[src/hw/rtl/ssp_pkg.sv]
// ----------------------------------------------------------------------------
// ssp_pkg
// Shared types and constants for the stable sorted priority queue.
// ----------------------------------------------------------------------------
package ssp_pkg;

  localparam int unsigned Depth  = 16;
  localparam int unsigned PrioW  = 32;
  localparam int unsigned TagW   = 16;
  localparam int unsigned CntW   = $clog2(Depth + 1);
  localparam int unsigned StatW  = 2;

  localparam logic [StatW-1:0] ST_OK    = 2'd0;
  localparam logic [StatW-1:0] ST_EMPTY = 2'd1;
  localparam logic [StatW-1:0] ST_FULL  = 2'd2;

  typedef struct packed {
    logic signed [PrioW-1:0] prio;
    logic [TagW-1:0]         tag;
  } entry_t;

  typedef struct packed {
    logic push;  // insert new word
    logic pop;   // shift toward head
  } cell_ctrl_t;

endpackage

[src/hw/rtl/ssp_cell.sv]
// ----------------------------------------------------------------------------
// ssp_cell
// One slot of the sorted chain: compares, then keeps, loads or shifts.
// ----------------------------------------------------------------------------
module ssp_cell (
  input  logic               clk_i,
  input  ssp_pkg::cell_ctrl_t ctrl_i,
  input  logic               occ_i,      // slot holds a valid entry
  input  logic               at_left_i,  // left neighbor is at/after insert point
  input  ssp_pkg::entry_t    new_i,
  input  ssp_pkg::entry_t    left_i,
  input  ssp_pkg::entry_t    right_i,
  output ssp_pkg::entry_t    entry_o,
  output logic               at_o
);
  import ssp_pkg::*;

  entry_t entry_q, entry_d;

  // at or after the insert point: empty, or strictly greater than new word
  assign at_o = !occ_i || (entry_q.prio > new_i.prio);

  always_comb begin
    entry_d = entry_q;
    if (ctrl_i.pop) begin
      entry_d = right_i;
    end else if (ctrl_i.push && at_o) begin
      entry_d = at_left_i ? left_i : new_i;
    end
  end

  always_ff @(posedge clk_i) begin
    entry_q <= entry_d;
  end

  assign entry_o = entry_q;

endmodule

[src/hw/rtl/stable_sorted_priority_queue.sv]
// ----------------------------------------------------------------------------
// stable_sorted_priority_queue
// Result: each accepted input word is registered as a result word in the next cycle.
// Throughput: one push or pop per cycle while the master stream takes results; every cell compares and shifts at once.
// Reset: entry count cleared to zero, output register empty; slot contents
// are not reset and are only read below the count.
// ----------------------------------------------------------------------------
module stable_sorted_priority_queue (
  input  logic         clk_i,
  input  logic         rst_ni,
  input  logic         s_axis_tvalid,
  output logic         s_axis_tready,
  input  logic [47:0]  s_axis_tdata,   // new_priority[31:0], new_tag[47:32]
  input  logic [0:0]   s_axis_tuser,   // req_type[0]
  output logic         m_axis_tvalid,
  input  logic         m_axis_tready,
  output logic [103:0] m_axis_tdata,   // popped_priority[31:0], popped_tag[47:32],
                                       // head_priority[79:48], head_tag[95:80],
                                       // entry_count[100:96], zero pad
  output logic [1:0]   m_axis_tuser    // status[1:0]
);
  import ssp_pkg::*;

  logic [CntW-1:0] cnt_q, cnt_d;
  logic            out_vld_q;
  logic [103:0]    out_data_q, out_data_d;
  logic [1:0]      out_stat_q, out_stat_d;

  entry_t     new_entry, head_d, pop_d;
  entry_t     cells [Depth];
  logic       at [Depth];
  cell_ctrl_t ctrl;
  logic       acc, is_pop, full, empty;

  assign s_axis_tready = !out_vld_q || m_axis_tready;
  assign acc    = s_axis_tvalid && s_axis_tready;
  assign is_pop = s_axis_tuser[0];
  assign full   = (cnt_q == CntW'(Depth));
  assign empty  = (cnt_q == '0);

  assign new_entry.prio = s_axis_tdata[31:0];
  assign new_entry.tag  = s_axis_tdata[47:32];

  assign ctrl.push = acc && !is_pop && !full;
  assign ctrl.pop  = acc && is_pop && !empty;

  for (genvar i = 0; i < Depth; i++) begin : g_cell
    entry_t left_e, right_e;
    logic   at_left;
    if (i == 0) begin : g_first
      assign left_e  = new_entry;
      assign at_left = 1'b0;
    end else begin : g_mid
      assign left_e  = cells[i-1];
      assign at_left = at[i-1];
    end
    if (i == Depth - 1) begin : g_last
      assign right_e = '0;
    end else begin : g_inner
      assign right_e = cells[i+1];
    end
    ssp_cell u_cell (
      .clk_i     (clk_i),
      .ctrl_i    (ctrl),
      .occ_i     (CntW'(i) < cnt_q),
      .at_left_i (at_left),
      .new_i     (new_entry),
      .left_i    (left_e),
      .right_i   (right_e),
      .entry_o   (cells[i]),
      .at_o      (at[i])
    );
  end

  always_comb begin
    cnt_d      = cnt_q;
    out_stat_d = ST_OK;
    pop_d      = '0;
    head_d     = empty ? entry_t'('0) : cells[0];
    if (is_pop) begin
      if (empty) begin
        out_stat_d = ST_EMPTY;
      end else begin
        pop_d  = cells[0];
        cnt_d  = cnt_q - CntW'(1);
        head_d = (cnt_q > CntW'(1)) ? cells[1] : entry_t'('0);
      end
    end else begin
      if (full) begin
        out_stat_d = ST_FULL;
      end else begin
        cnt_d  = cnt_q + CntW'(1);
        head_d = at[0] ? new_entry : cells[0];
      end
    end
    out_data_d = {3'b000, cnt_d, head_d.tag, head_d.prio, pop_d.tag, pop_d.prio};
  end

  always_ff @(posedge clk_i or negedge rst_ni) begin
    if (!rst_ni) begin
      cnt_q     <= '0;
      out_vld_q <= 1'b0;
    end else begin
      if (acc) begin
        cnt_q     <= cnt_d;
        out_vld_q <= 1'b1;
      end else if (m_axis_tready) begin
        out_vld_q <= 1'b0;
      end
    end
  end

  always_ff @(posedge clk_i) begin
    if (acc) begin
      out_data_q <= out_data_d;
      out_stat_q <= out_stat_d;
    end
  end

  assign m_axis_tvalid = out_vld_q;
  assign m_axis_tdata  = out_data_q;
  assign m_axis_tuser  = out_stat_q;

endmodule

[config.mk]
export PLATFORM = sky130hd
export DESIGN_NAME = stable_sorted_priority_queue
export DESIGN_NICKNAME = d
export VERILOG_FILES = /design/src/hw/rtl/ssp_pkg.sv /design/src/hw/rtl/ssp_cell.sv /design/src/hw/rtl/stable_sorted_priority_queue.sv
export SDC_FILE = /design/constraint.sdc
export NUM_CORES = 2
export LEC_CHECK = 0
export BUFFER_PORTS_ARGS = -buffer_cell sky130_fd_sc_hd__clkbuf_2
export CORE_ASPECT_RATIO = 1.75
export CORE_UTILIZATION = 55
export DETAILED_ROUTE_END_ITERATION = 10
export GPL_TIMING_DRIVEN = 0
export MAX_ROUTING_LAYER = met4
export PLACE_DENSITY = 0.74
export SETUP_SLACK_MARGIN = 0.05
export SLEW_MARGIN = 10
export SYNTH_ARGS = -nofsm -noshare
export SYNTH_HDL_FRONTEND = slang
export SYNTH_HIERARCHICAL = 1
export SYNTH_SLANG_ARGS = --single-unit
[constraint.sdc]
create_clock -name clk_i -period 4.68 [get_ports clk_i]
set_input_delay 0.234 -clock clk_i [delete_from_list [all_inputs] [get_ports clk_i]]
set_output_delay 0.234 -clock clk_i [all_outputs]
set_load 0.1 [all_outputs]
# ---- Yosys cells after proc, flatten, opt, wreduce, memory -nomap -nowiden
# Index checks and enable logic that the tools add are counted.
dict set report totals {
  reg_bits 877
  in_bits 53
  out_inout_bits 108
  wordCells 207
}
dict set report classes {
  n_addsub 2
  order_cmp 33
  n_eq_ne 1
  mux 59
  n_reduce_logical 75
}
# op n
set op_table {}
lappend op_table {{$mux 48} 51}
lappend op_table {{$gt 32x32->1} 16}
lappend op_table {{$lt 4x5->1 const A} 8}
lappend op_table {{$reduce_bool 2->1} 16}
lappend op_table {{$logic_and 1x1->1} 21}
lappend op_table {{$logic_not 1->1} 20}
lappend op_table {{$lt 3x5->1 const A} 4}
lappend op_table {{$logic_or 1x1->1} 17}
lappend op_table {{$mux 5} 3}
lappend op_table {{$lt 1x5->1 const A} 2}
lappend op_table {{$lt 2x5->1 const A} 2}
lappend op_table {{$add 5x1->5 const B} 1}
lappend op_table {{$eq 5x5->1 const B} 1}
lappend op_table {{$gt 5x1->1 const B} 1}
lappend op_table {{$logic_not 5->1} 1}
lappend op_table {{$sub 5x1->5 const B} 1}
lappend op_table {{$mux 2} 2}
lappend op_table {{$mux 1} 3}

# ---- Depth between registers and ports, before layout
dict set report logic_depth {
  ltp_word 8
  ltp_mapped 13
  ltp_nobuf 11
}

# ---- By module
# The synthesis kept the hierarchy.
# mod n_inst cells_each area_per_inst_um2 seq_area_each_um2
set modules_own_cells {}
lappend modules_own_cells {ssp_cell 16 330 3286.9 1441.4}
lappend modules_own_cells {stable_sorted_priority_queue 1 385 5049.8 3243.1}

# ---- Least setup slack after synthesis
# Ideal clock, no wire load.
dict set report synth_path {
  path_kind {reg-to-reg}
  startpoint {reg out_vld_q, in the netlist m_axis_tvalid}
  endpoint {reg g_cell[0].u_cell.entry_q (netlist bit g_cell[0].u_cell/entry_o[0]) (enable)}
  arrival_time_ns 5.397
  required_ns 4.220
  path_slack_ns -1.177
  path_stages_with_launch 7
  synth_period_minus_slack_ns 5.857
  cell_sequence {dfrtp_1 -> nand2b_1 -> nand2_1 -> clkbuf_1 -> nor2_1 -> nand3_1 -> o21ai_1}
}
# element line_no
set synth_lines {}
lappend synth_lines {{start: declaration} stable_sorted_priority_queue.sv:25} ;# logic out_vld_q;
lappend synth_lines {{start signal: assignment} stable_sorted_priority_queue.sv:102} ;# out_vld_q <= 1'b0;
lappend synth_lines {{start signal: assignment} stable_sorted_priority_queue.sv:106} ;# out_vld_q <= 1'b1;
lappend synth_lines {{start signal: assignment} stable_sorted_priority_queue.sv:108} ;# out_vld_q <= 1'b0;
lappend synth_lines {{end signal: assignment} ssp_cell.sv:33} ;# entry_q <= entry_d;
lappend synth_lines {{end: declaration} ssp_cell.sv:18} ;# entry_t entry_q, entry_d;

==> parameters.txt <==
Parameter                              Value

Yosys
  Mean Syn Cell Area ... 10.2 um^2
  Syn. warnings ... 6
  Cell count after synthesis ... 5663
  Post-Syn Area ... 0.0576 mm^2

Worst setup path
  Arrival time of data at the critical path endpoint ... 4.89 ns
  Critical Path RT ... 5.06 ns
  Worst-path fanout max ... 25
  Top cell family by delay on the critical path ... buffers and inverters
  Setup crit start kind ... flop
  Most common cell type on the critical path ... buf_2
  Worst flop-to-flop path endpoint ... g_cell[7].u_cell/entry_o[36]
  Register-to-Register Path Depth ... 12
  Reg2Reg Launch Point ... cnt_q[1]
  Worst R2R Setup Slack ... 0.17 ns
  Crit. End Element ... flop
  Number of buffers and inverters on the critical path ... 6
  Worst setup path category ... flop to flop
  Cells traversed along the worst timing path ... clkbuf_1 > inv_1 > ha_1 > or4b_1 > buf_2 > nand2_1 > nor2_4 > buf_1 > buf_2 > a21oi_1 > o21ai_4 > buf_16
  Slowest stage delay, CP ... between 0.6 and 0.7 ns
  Master of the slowest instance on the critical path ... buf_1

Layout
  Seq. cell area ... approximately 0.026 mm^2
  Final net count ... 6548
  Ratio of cells with drive above 1 in the final layout ... 8.08%
  Post-Route Utilization ... about three fifths
  Number of standard cells in the final layout excluding fillers ... around 7400
  Highest-count cells in the layout ignoring fill and taps ... nand2_1 (880), edfxtp_1 (871), o21ai_0 (828), mux2i_1 (771), inv_1 (566)
  Area Growth Syn to Fin ... 10.5%
  Most common library cell in the layout ignoring fill and taps ... nand2_1
  Number of fill cells in the layout ... 8665
  Area occupied by multi-input gates ... 0.0282 mm^2

Timing
  Peak clock frequency supported by timing ... 222 MHz
  Total setup violations reported at the end of the flow ... 0
  Final period utilization ... ~96%
  Worst Max-Slew Pin Slew ... 1.11 ns
  Pins over their slew limit ... 0
  Worst-case clock skew ... about 0.026 ns
  Final worst setup slack ... ~0.17 ns
  Hold Fails Final Rpt ... 0
  Unrepaired setup endpoints after global routing ... true
  Min Clock Period, post-route ... 4.51 ns
  Headroom to the max-slew limit ... roughly a quarter
  Min Hold Slack ... 0.0759 ns

Min path
  Cells on Worst Hold Path ... 4
  Worst Hold End ... cnt_q[4]
  Hold_sp ... s_axis_tuser
  Classification of the worst-slack hold path ... primary input to flop

Place
  Setup Slack @ Placement ... -0.184 ns
  Port-buffer cells ... 157
  RePlAce Congestion ... 1.01
  Detailed placer's ending HPWL ... between 100 and 150 mm
  Placed cell count ... 7234

Clock tree
  Clock-pin slew of the registers on the worst-case setup and hold paths ... 0.07 ns
  Number of buffers on the longest clock path ... 3
  Sink count of the clock tree ... about 880
  Post-CTS setup repair buffer count ... 0
  CTS H-tree lvls ... 3
  Number of buffers created by CTS ... 82
  Clock tree from TritonCTS ... done
  Clock network latency to the later pin of the worst-skew pair ... about 0.7 ns
  CTS root buf ... clkbuf_16

Pwr
  Leak ... 28.8 nW
  Power per cell area ... 490 mW/mm^2
  Peak supply drop ... 0.000301 V

Detailed routing
  Initial DRT Pass Iterations ... 9
  Number of remaining DRC errors ... 112
  Detail Route Antenna Nets ... 0
  Post-Route WL ... around 160 mm
  Number of vias after detailed routing ... 43277
  Number of vias per cell ... roughly 5.9
  Initial drt markers ... 2433
  Wire per inst ... 21.6 um

GRT
  Total routing usage reported by global routing ... 31.0%
  Antenna violations before repair ... 1
  Number of global-route vias before repair ... 44788
  Largest net degree at the start of global routing ... 54
  Global-route wire length before repair ... 244 mm
  Overall overflow remaining after global route ... 0

Run status
  Failing checks ... DRC
  Result of the run ... finished, violations left

Floorplan
  Chip Height ... around 430 um
  Core outline area ... 0.104 mm^2
  Count of pins on the block boundary ... around 160
  Die Span X ... 247 um
  Initial core utilization ... 55.6%
  Site Rows ... about 160
  DIE AREA ... 0.106 mm^2

Flow run
  Max Cap Violations ... 0
## per-layer routing
layer / part of all wire (%) / vias up / wire length [um] / GRT usage [%]
met5: 0 / - / 0 / -
met4: 11 / 0 / 16900 / 28.8
met3: 3.7 / 606 / 5900 / 3.25
met2: 52 / 1344 / 82700 / 54.7
met1: 34 / 20270 / 53900 / 29.0
li1: - / 21057 / - / -
## sequential cells by signal (all words and copies together), names as in the netlist
| signal | count |
|---|---|
| m_axis_tvalid | 1 |
| m_axis_tuser | 2 |
| m_axis_tdata | 101 |
| cnt_q | 5 |
| g_cell.u_cell/entry_o | 768 |
## worst reg2reg max path, delay by kind of cell (launching register included)
kind | cells | cell delay, ns
AOI/OAI and AO/OA | 2 | 0.46
adders and majority gates | 1 | 0.31
buffers and inverters | 6 | 2.16
DFF | 1 | 0.44
and+or+nand+nor | 3 | 0.82
## per-stage QoR
step                      setup TNS [ns]  total power, mW  cell area [um^2]
final                                  0             31.2             63700
after global routing                   0             32.8             63700
after CTS                              0             31.2             63600
after detailed placement          -50.03             24.3             60900
after global placement           -453.13             23.7             60500
after floorplan                        0             20.7             58000
## worst max-delay path by stage
| stage | from | endpoint | slack [ns] | cells past startpoint |
|---|---|---|---|---|
| finish | cnt_q[1] | g_cell[7].u_cell/entry_o[36] | 0.17 | 12 |
| floorplan | m_axis_tvalid | cnt_q[2] | 0.007 | 5 |
| global route | cnt_q[1] | g_cell[14].u_cell/entry_o[40] | 0.007 | 12 |
| CTS | cnt_q[1] | g_cell[14].u_cell/entry_o[39] | 0.1 | 12 |
| global placement | cnt_q[1] | g_cell[14].u_cell/entry_o[37] | -0.64 | 8 |
| detailed placement | s_axis_tdata[23] | m_axis_tdata[68] | -0.18 | 13 |
## power breakdown
group / switching (mW) / internal [mW] / total, mW
combinational: 7.29 / 4.41 / 11.7
sequential: 1.24 / 11.4 / 12.6
clock: 3.07 / 3.81 / 6.88
total: 11.6 / 19.6 / 31.2
## layout make-up
class,instances,area share [%]
timing repair buffer,181,2.04
sequential,877,41.3
clock inverter,50,0.763
multi-input combinational,3960,44.3
clock buffer,96,3.41
buffer,309,2.20
antenna,2,0.00786
tap,1343,2.64
inverter,568,3.35
## repair_timing
item	4_1_cts	5_1_grt
gates resized for setup	1	12
pin swaps	0	0
hold buffers	4	0
setup endpoints to repair	825	850
hold endpoints to repair	7	0
Power figures use the tool's default switching activity.
